## src/rtl/core/aoc_pkg.sv

```systemverilog
`timescale 1ns / 1ps
// Shared types and constants for the alpha-over compositing pixel unit.
// Used by aoc_div_pipe and alpha_over_composite_pixel_unit; depends on nothing.
package aoc_pkg;

  // Pixel packing: red 7:0, green 15:8, blue 23:16, alpha 31:24.
  localparam int PIX_W  = 32;
  localparam int CH_W   = 8;
  localparam int NUM_CH = 3;

  // Blend arithmetic widths. The numerator never exceeds 25 bits and the
  // denominator 256*(as+ad) - as*ad never exceeds 16 bits.
  localparam int NUM_W     = 25;
  localparam int DEN_W     = 16;
  localparam int DIV_STEPS = CH_W;

  // Alpha remap arithmetic in Q4.12.
  localparam int CFG_W     = 16;
  localparam int DIFF_W    = CFG_W + 1;
  localparam int PROD_W    = DIFF_W + CH_W + 1;
  localparam int V_W       = PROD_W + 1;
  localparam int FRAC_W    = 12;
  localparam logic [V_W-1:0] ROUND_HALF = V_W'(2048);

  // Configuration port.
  localparam int CFG_IDX_W = 2;
  localparam logic [CFG_IDX_W-1:0] CFG_REMAP_ENABLE = 2'd0;
  localparam logic [CFG_IDX_W-1:0] CFG_ALPHA_START  = 2'd1;
  localparam logic [CFG_IDX_W-1:0] CFG_ALPHA_END    = 2'd2;
  localparam logic [CFG_W-1:0]     ALPHA_END_RESET  = 16'd4096;

  // How the result pixel is formed.
  typedef enum logic [1:0] {
    MODE_BLEND  = 2'd0,
    MODE_TARGET = 2'd1,
    MODE_SOURCE = 2'd2
  } aoc_mode_t;

  // Sideband that travels with an item through the divider.
  typedef struct packed {
    aoc_mode_t          mode;
    logic [PIX_W-1:0]   pix;
    logic [CH_W-1:0]    alpha;
  } aoc_side_t;

endpackage

```

## src/rtl/core/aoc_div_pipe.sv

```systemverilog
`timescale 1ns / 1ps
// Pipelined restoring divider: three channel lanes share one denominator,
// one quotient bit per stage. Depends on aoc_pkg.
module aoc_div_pipe
  import aoc_pkg::*;
(
  input  logic                             clk,
  input  logic                             rst_n,
  input  logic                             in_valid,
  output logic                             in_ready,
  input  logic [NUM_CH-1:0][NUM_W-1:0]     in_num,
  input  logic [DEN_W-1:0]                 in_den,
  input  aoc_side_t                        in_side,
  output logic                             out_valid,
  input  logic                             out_ready,
  output logic [NUM_CH-1:0][CH_W-1:0]      out_quo,
  output aoc_side_t                        out_side
);

  // Per-stage registers.
  logic [DIV_STEPS-1:0]                 vld_r;
  logic [NUM_CH-1:0][NUM_W-1:0]         rem_r  [DIV_STEPS];
  logic [NUM_CH-1:0][CH_W-1:0]          quo_r  [DIV_STEPS];
  logic [DEN_W-1:0]                     den_r  [DIV_STEPS];
  aoc_side_t                            side_r [DIV_STEPS];

  // Stage inputs, taken from the ports or the previous stage.
  logic [DIV_STEPS-1:0]                 vin;
  logic [NUM_CH-1:0][NUM_W-1:0]         rem_in  [DIV_STEPS];
  logic [NUM_CH-1:0][CH_W-1:0]          quo_in  [DIV_STEPS];
  logic [DEN_W-1:0]                     den_in  [DIV_STEPS];
  aoc_side_t                            side_in [DIV_STEPS];

  // A stage may load when it is empty or its item moves on.
  logic [DIV_STEPS:0] adv;
  assign adv[DIV_STEPS] = out_ready;

  genvar k, l;
  generate
    for (k = 0; k < DIV_STEPS; k++) begin : g_stage
      localparam int B = DIV_STEPS - 1 - k;

      assign adv[k] = !vld_r[k] || adv[k+1];

      if (k == 0) begin : g_first
        assign vin[k]     = in_valid;
        assign rem_in[k]  = in_num;
        assign quo_in[k]  = '0;
        assign den_in[k]  = in_den;
        assign side_in[k] = in_side;
      end else begin : g_next
        assign vin[k]     = vld_r[k-1];
        assign rem_in[k]  = rem_r[k-1];
        assign quo_in[k]  = quo_r[k-1];
        assign den_in[k]  = den_r[k-1];
        assign side_in[k] = side_r[k-1];
      end

      // Valid bit of this stage.
      always_ff @(posedge clk) begin
        if (!rst_n) begin
          vld_r[k] <= 1'b0;
        end else if (adv[k]) begin
          vld_r[k] <= vin[k];
        end
      end

      // Shared denominator and sideband.
      always_ff @(posedge clk) begin
        if (adv[k]) begin
          den_r[k]  <= den_in[k];
          side_r[k] <= side_in[k];
        end
      end

      for (l = 0; l < NUM_CH; l++) begin : g_lane
        logic [NUM_W-1:0] dsh;
        logic             ge;

        // Compare against the denominator shifted to this quotient bit.
        assign dsh = {{(NUM_W-DEN_W){1'b0}}, den_in[k]} << B;
        assign ge  = rem_in[k][l] >= dsh;

        always_ff @(posedge clk) begin
          if (adv[k]) begin
            rem_r[k][l] <= ge ? (rem_in[k][l] - dsh) : rem_in[k][l];
            quo_r[k][l] <= quo_in[k][l] | (CH_W'(ge) << B);
          end
        end
      end
    end
  endgenerate

  assign in_ready  = adv[0];
  assign out_valid = vld_r[DIV_STEPS-1];
  assign out_quo   = quo_r[DIV_STEPS-1];
  assign out_side  = side_r[DIV_STEPS-1];

endmodule

```

## src/rtl/core/alpha_over_composite_pixel_unit.sv

```systemverilog
`timescale 1ns / 1ps
// Alpha-over compositing of one source pixel onto one target pixel per item.
// The path from input accept to out_valid runs through four arithmetic stages,
// eight divider stages (one quotient bit each) and the output register.
// Throughput is one item per cycle; stages hold their item under out_stall and
// empty stages fill, so bubbles close up. Reset clears all valid bits and sets
// the registers to remap off, alpha_start 0 and alpha_end 4096.
// Depends on aoc_pkg and aoc_div_pipe.
module alpha_over_composite_pixel_unit
  import aoc_pkg::*;
(
  input  logic                  clk,
  input  logic                  rst_n,
  input  logic                  in_valid,
  output logic                  in_stall,
  input  logic [PIX_W-1:0]      in_source_pixel,
  input  logic [PIX_W-1:0]      in_target_pixel,
  output logic                  out_valid,
  input  logic                  out_stall,
  output logic [PIX_W-1:0]      out_result_pixel,
  input  logic                  cfg_valid,
  output logic                  cfg_ready,
  input  logic [CFG_IDX_W-1:0]  cfg_index,
  input  logic [CFG_W-1:0]      cfg_data
);

  // Configuration registers; writes are always taken.
  logic             remap_enable_r;
  logic [CFG_W-1:0] alpha_start_r;
  logic [CFG_W-1:0] alpha_end_r;

  assign cfg_ready = 1'b1;

  always_ff @(posedge clk) begin
    if (!rst_n) begin
      remap_enable_r <= 1'b0;
      alpha_start_r  <= '0;
      alpha_end_r    <= ALPHA_END_RESET;
    end else if (cfg_valid && cfg_ready) begin
      case (cfg_index)
        CFG_REMAP_ENABLE: remap_enable_r <= cfg_data[0];
        CFG_ALPHA_START:  alpha_start_r  <= cfg_data;
        CFG_ALPHA_END:    alpha_end_r    <= cfg_data;
        default:          ;
      endcase
    end
  end

  // Pipeline control: a stage loads when empty or when its item moves on.
  logic v1_r, v2_r, v3_r, v4_r, vo_r;
  logic adv1, adv2, adv3, adv4, adv_out, div_in_ready, div_out_valid;

  assign adv_out  = !vo_r || !out_stall;
  assign adv4     = !v4_r || div_in_ready;
  assign adv3     = !v3_r || adv4;
  assign adv2     = !v2_r || adv3;
  assign adv1     = !v1_r || adv2;
  assign in_stall = !adv1;

  always_ff @(posedge clk) begin
    if (!rst_n) begin
      v1_r <= 1'b0;
      v2_r <= 1'b0;
      v3_r <= 1'b0;
      v4_r <= 1'b0;
      vo_r <= 1'b0;
    end else begin
      if (adv1)    v1_r <= in_valid;
      if (adv2)    v2_r <= v1_r;
      if (adv3)    v3_r <= v2_r;
      if (adv4)    v4_r <= v3_r;
      if (adv_out) vo_r <= div_out_valid;
    end
  end

  // Stage 1: linear alpha remap value start*255 + a*(end - start) in Q4.12.
  logic signed [DIFF_W-1:0] diff;
  logic signed [V_W-1:0]    start255;
  logic signed [PROD_W-1:0] remap_prod;
  logic signed [V_W-1:0]    v_nxt;
  logic signed [V_W-1:0]    v_r;
  logic [PIX_W-1:0]         src1_r, tgt1_r;

  always_comb begin
    diff       = DIFF_W'($signed(alpha_end_r)) - DIFF_W'($signed(alpha_start_r));
    start255   = (V_W'($signed(alpha_start_r)) <<< 8) - V_W'($signed(alpha_start_r));
    remap_prod = PROD_W'($signed({1'b0, in_source_pixel[PIX_W-1 -: CH_W]})) *
                 PROD_W'(diff);
    v_nxt      = start255 + V_W'(remap_prod);
  end

  always_ff @(posedge clk) begin
    if (adv1) begin
      src1_r <= in_source_pixel;
      tgt1_r <= in_target_pixel;
      v_r    <= v_nxt;
    end
  end

  // Stage 2: clamp at zero, round half up, saturate, and replace the alpha when remap is enabled.
  logic [V_W-1:0]   v_rnd;
  logic [CH_W-1:0]  remap_alpha;
  logic [PIX_W-1:0] src2_r, tgt2_r;

  always_comb begin
    v_rnd = $unsigned(v_r) + ROUND_HALF;
    if (v_r[V_W-1]) begin
      remap_alpha = '0;
    end else if (|v_rnd[V_W-1:FRAC_W+CH_W]) begin
      remap_alpha = '1;
    end else begin
      remap_alpha = v_rnd[FRAC_W +: CH_W];
    end
  end

  always_ff @(posedge clk) begin
    if (adv2) begin
      src2_r <= remap_enable_r ? {remap_alpha, src1_r[PIX_W-CH_W-1:0]} : src1_r;
      tgt2_r <= tgt1_r;
    end
  end

  // Stage 3: pick the case and form the first products.
  logic [CH_W-1:0]                 as2, ad2;
  aoc_mode_t                       mode_nxt;
  logic [PIX_W-1:0]                pix_nxt;
  aoc_mode_t                       mode3_r;
  logic [PIX_W-1:0]                pix3_r;
  logic [CH_W-1:0]                 as3_r, ad3_r;
  logic [2*CH_W-1:0]               asad3_r;
  logic [NUM_CH-1:0][2*CH_W-1:0]   csas3_r, cdad3_r;

  always_comb begin
    as2 = src2_r[PIX_W-1 -: CH_W];
    ad2 = tgt2_r[PIX_W-1 -: CH_W];
    if (as2 == '0) begin
      mode_nxt = MODE_TARGET;
      pix_nxt  = tgt2_r;
    end else if (as2 == '1 || ad2 == '0) begin
      mode_nxt = MODE_SOURCE;
      pix_nxt  = src2_r;
    end else begin
      mode_nxt = MODE_BLEND;
      pix_nxt  = src2_r;
    end
  end

  always_ff @(posedge clk) begin
    if (adv3) begin
      mode3_r <= mode_nxt;
      pix3_r  <= pix_nxt;
      as3_r   <= as2;
      ad3_r   <= ad2;
      asad3_r <= (2*CH_W)'(as2) * (2*CH_W)'(ad2);
      for (int c = 0; c < NUM_CH; c++) begin
        csas3_r[c] <= (2*CH_W)'(src2_r[c*CH_W +: CH_W]) * (2*CH_W)'(as2);
        cdad3_r[c] <= (2*CH_W)'(tgt2_r[c*CH_W +: CH_W]) * (2*CH_W)'(ad2);
      end
    end
  end

  // Stage 4: denominator, numerators and the blended alpha.
  logic [CH_W:0]                  inv_as;
  logic [DEN_W:0]                 den_full;
  logic [NUM_CH-1:0][NUM_W-1:0]   num4_r;
  logic [DEN_W-1:0]               den4_r;
  aoc_side_t                      side4_r;

  always_comb begin
    inv_as   = (CH_W+1)'(1 << CH_W) - {1'b0, as3_r};
    den_full = (((DEN_W+1)'(as3_r) + (DEN_W+1)'(ad3_r)) << CH_W) -
               (DEN_W+1)'(asad3_r);
  end

  always_ff @(posedge clk) begin
    if (adv4) begin
      den4_r        <= den_full[DEN_W-1:0];
      side4_r.mode  <= mode3_r;
      side4_r.pix   <= pix3_r;
      side4_r.alpha <= den_full[CH_W +: CH_W];
      for (int c = 0; c < NUM_CH; c++) begin
        num4_r[c] <= NUM_W'({csas3_r[c], {CH_W{1'b0}}}) +
                     NUM_W'(cdad3_r[c]) * NUM_W'(inv_as);
      end
    end
  end

  // Stages 5 to 12: per-channel division by the shared denominator.
  logic [NUM_CH-1:0][CH_W-1:0] div_quo;
  aoc_side_t                   div_side;

  aoc_div_pipe u_div (
    .clk       (clk),
    .rst_n     (rst_n),
    .in_valid  (v4_r),
    .in_ready  (div_in_ready),
    .in_num    (num4_r),
    .in_den    (den4_r),
    .in_side   (side4_r),
    .out_valid (div_out_valid),
    .out_ready (adv_out),
    .out_quo   (div_quo),
    .out_side  (div_side)
  );

  // Output register: blended pixel or one of the inputs passed through.
  logic [PIX_W-1:0] result_nxt;
  logic [PIX_W-1:0] result_r;

  always_comb begin
    case (div_side.mode)
      MODE_BLEND:  result_nxt = {div_side.alpha, div_quo[2], div_quo[1], div_quo[0]};
      MODE_TARGET: result_nxt = div_side.pix;
      MODE_SOURCE: result_nxt = div_side.pix;
      default:     result_nxt = div_side.pix;
    endcase
  end

  always_ff @(posedge clk) begin
    if (adv_out) begin
      result_r <= result_nxt;
    end
  end

  assign out_valid        = vo_r;
  assign out_result_pixel = result_r;

endmodule
```

## config.mk

```make
export PLATFORM = sky130hd
export DESIGN_NAME = alpha_over_composite_pixel_unit
export DESIGN_NICKNAME = d
export VERILOG_FILES = /design/src/rtl/core/aoc_pkg.sv /design/src/rtl/core/aoc_div_pipe.sv /design/src/rtl/core/alpha_over_composite_pixel_unit.sv
export SDC_FILE = /design/constraint.sdc
export NUM_CORES = 2
export LEC_CHECK = 0
export BUFFER_PORTS_ARGS = -buffer_cell sky130_fd_sc_hd__buf_2
export CORE_ASPECT_RATIO = 0.8
export CORE_UTILIZATION = 39
export CTS_CLUSTER_SIZE = 25
export DETAILED_ROUTE_END_ITERATION = 7
export SYNTH_ARGS = -nofsm -noshare
export SYNTH_HDL_FRONTEND = slang
export SYNTH_SLANG_ARGS = --single-unit
```

## constraint.sdc

```tcl
create_clock -name clk -period 13.2 [get_ports clk]
set_clock_uncertainty 0.05 [all_clocks]
set_input_delay 2.64 -clock clk [delete_from_list [all_inputs] [get_ports clk]]
set_output_delay 2.64 -clock clk [all_outputs]
set_load 0.05 [all_outputs]
```

==> reports/summary.txt <==
Run status: completed
Initial core utilization: 39.21%
Post-synth EDFFs: 1,488
FF-to-FF Start: alpha_start_r[1]
GRT Overall Usage: 19.79%
Worst-path clk slew: 0.07 ns
Ports: 122
TritonCTS clock tree: done
Most frequent cell after synthesis: edfxtp_1
Arr. time, crit path: 9.39 ns
Top cells by area in the synthesized netlist: edfxtp_1 (42%), fa_1 (15%), ha_1 (10%)
Area share of the leading cell type in the synthesized netlist: 42.04%
Routability cong.: 0.8826
Cell accounting for the most synthesized area: edfxtp_1
Global-route wire length before repair: 416,800 um
FILL cells: 25,260
CP Launch Type: flop
Gate Count Post-Synth: 9,518
Die width: 585.7 um
Most used cell, CP: fa_1
Post-route worst setup slack: 4.271 ns
#FFs+latches synth: 1,534
DRT iter0 DRCs: 5,270
Hold WC Path Type: reg2reg
Crit-path max cell delay: 0.56 ns
Final nets: 11,360
Worst hold path startpoint: pix3_r[18]
Post-synthesis sequential area ratio: 42.91%
Clk_lat worst skew: 0.86 ns
Routed len/inst: 20.37 um
Via count: 69,360
Synth cell types: 86
Initial antenna violation count: 13
Port Buffer Count: 120
Hold depth: 0
Via density: 5.178
Critical Path End Type: flop
Cell Rows: 171
Tcrit/Tclk final: 67.64%
H-tree levels: 4
CORE AREA: 0.2711 mm2
Share of cells above drive strength 1: 6.762%
Worst slew pin tran: 1.207 ns
Worst hold slack: 0.3145 ns
Post-synth ARST share: 0%
Largest net degree at the start of global routing: 95
Setup slack at placement: 4.353 ns
Remaining antenna violation count: 0
Slowest CP cell: fa_1
Post_cts resized: 0
Mapped Area: 0.1063 mm2
Area Growth Syn to Fin: 9.884%
Post CTS Setup Buffer Count: 0
Critical R2R Capture: v_r[26]
Pins Over Slew Limit: 0
Final WL: 272,900 um
Synth cell count leaders: edfxtp_1 (1,488), inv_1 (1,291), nand2_1 (981), ha_1 (876), fa_1 (770)
Cts-stage hold buffer count: 0
Gr ovfl total: 0
Critical Path Fanout Max: 8
Vias in the first global route: 69,570
CTS Buffer Depth: 4
WS Path Type: reg2reg
MaxCap Viol Count: 0
Multi-input logic area: 0.05495 mm2
Clock tree root driver cell: clkbuf_16
Synth Warn #: 0
First drt pass iteration count: 8
Num CTS Buffers: 175
Fin. Hold Viols: 0
Worst reg-to-reg setup slack: 4.27 ns
Post-layout min period: 8.929 ns
Register Area: 0.04560 mm2
Clock net sink count: 1,534
Endpoint, Worst Hold: side4_r[26]
DP Wirelength: 210,400 um
Setup violators final: 0
Die Area: 0.2746 mm2
Unrepaired setup endpoints after global routing: no
Prevailing post-synth register cell: edfxtp_1
Total negative setup slack: 0 ns
Relative slew slack: 18.76%
Synthesized net count: 11,250
Worst Path Required: 13.66 ns
FF-to-FF path depth: 29
Synth Area per Inst: 11.17 um2
Die height: 468.9 um
Drt drc: 0
Max frequency: 0.1120 GHz
[through the flow]
step / utilization, % / cell area, um2 / cells
finish: 43.08 / 116800 / 13400
global route: 43.08 / 116800 / 13390
CTS: 43.08 / 116800 / 13390
detailed placement: 40.97 / 111100 / 13080
global placement: 40.97 / 111100 / 13080
floorplan: - / 106300 / 9518
[metal layers]
layer | global-route usage, % | part of all wire (%)
met5 | 0 | 0.0040
met4 | 5.612 | 2.8
met3 | 2.346 | 5.0
met2 | 31.30 | 45
met1 | 28.59 | 47
[cell families (layout without fill, tap and decap cells)]
family / count (synthesis) / count (layout) / synth area share, %
flip-flops: 1534 / 1534 / 42.91
multiplexers: 162 / 162 / 1.681
XOR/XNOR: 524 / 524 / 4.318
buffers and inverters: 1546 / 1788 / 5.513
other: 1 / 5 / 0.003528
AO/OA/AOI/OAI: 1352 / 1352 / 8.023
adder cells (fa/ha/maj): 1646 / 1646 / 24.82
AND/OR/NAND/NOR: 2753 / 2753 / 12.74
[cell usage in the layout (no fill, tap or decap), types with 203 or more instances in the layout]
cell type	instances
xnor2_1	315
ha_1	876
edfxtp_1	1488
inv_1	1285
nand2_1	976
nor2_1	459
a21oi_1	369
xor2_1	203
o21ai_0	343
fa_1	770
and2_1	535
[layout make-up]
type | instances | area share (%)
inverter | 1295 | 4.178
tap | 3633 | 3.892
antenna | 4 | 0.008571
clock buffer | 198 | 3.878
timing repair buffer | 184 | 0.9257
clock inverter | 111 | 1.015
sequential | 1534 | 39.05
multi-input combinational | 6438 | 47.05
[flip-flops by register name, summed over array words and instances (netlist names), 2 cells and up]
register and count:
u_div.rem_r 525, u_div.side_r 287, u_div.quo_r 108, u_div.den_r 105, num4_r 75, cdad3_r 48, csas3_r 48, side4_r 34
out_result_pixel 32, pix3_r 32, src1_r 32, src2_r 32, tgt1_r 32, tgt2_r 32, alpha_end_r 16, alpha_start_r 16
asad3_r 16, den4_r 16, v_r 16, ad3_r 8, as3_r 8, u_div.vin 7, mode3_r 2
[worst max-delay path by stage]
stage | end | cells after the start | from
global placement | v_r[26] | 29 | alpha_start_r[1]
detailed placement | in_stall | 12 | out_stall
floorplan | in_stall | 9 | out_stall
global route | v_r[26] | 29 | alpha_start_r[1]
finish | v_r[26] | 29 | alpha_start_r[1]
CTS | v_r[26] | 29 | alpha_start_r[1]
[critical path: cells and delay by family (launching register included)]
kind / cells / cell delay [ns]
fa+ha+maj: 7 / 3.14
compound gates: 12 / 3.44
xor+xnor: 1 / 0.08
buf+inv: 4 / 0.23
flops: 1 / 0.42
simple gates: 5 / 1.26
Power is left out: the tool's default activity adds up to more than one toggle a clock period on the data nets, which glitch-free logic cannot reach.
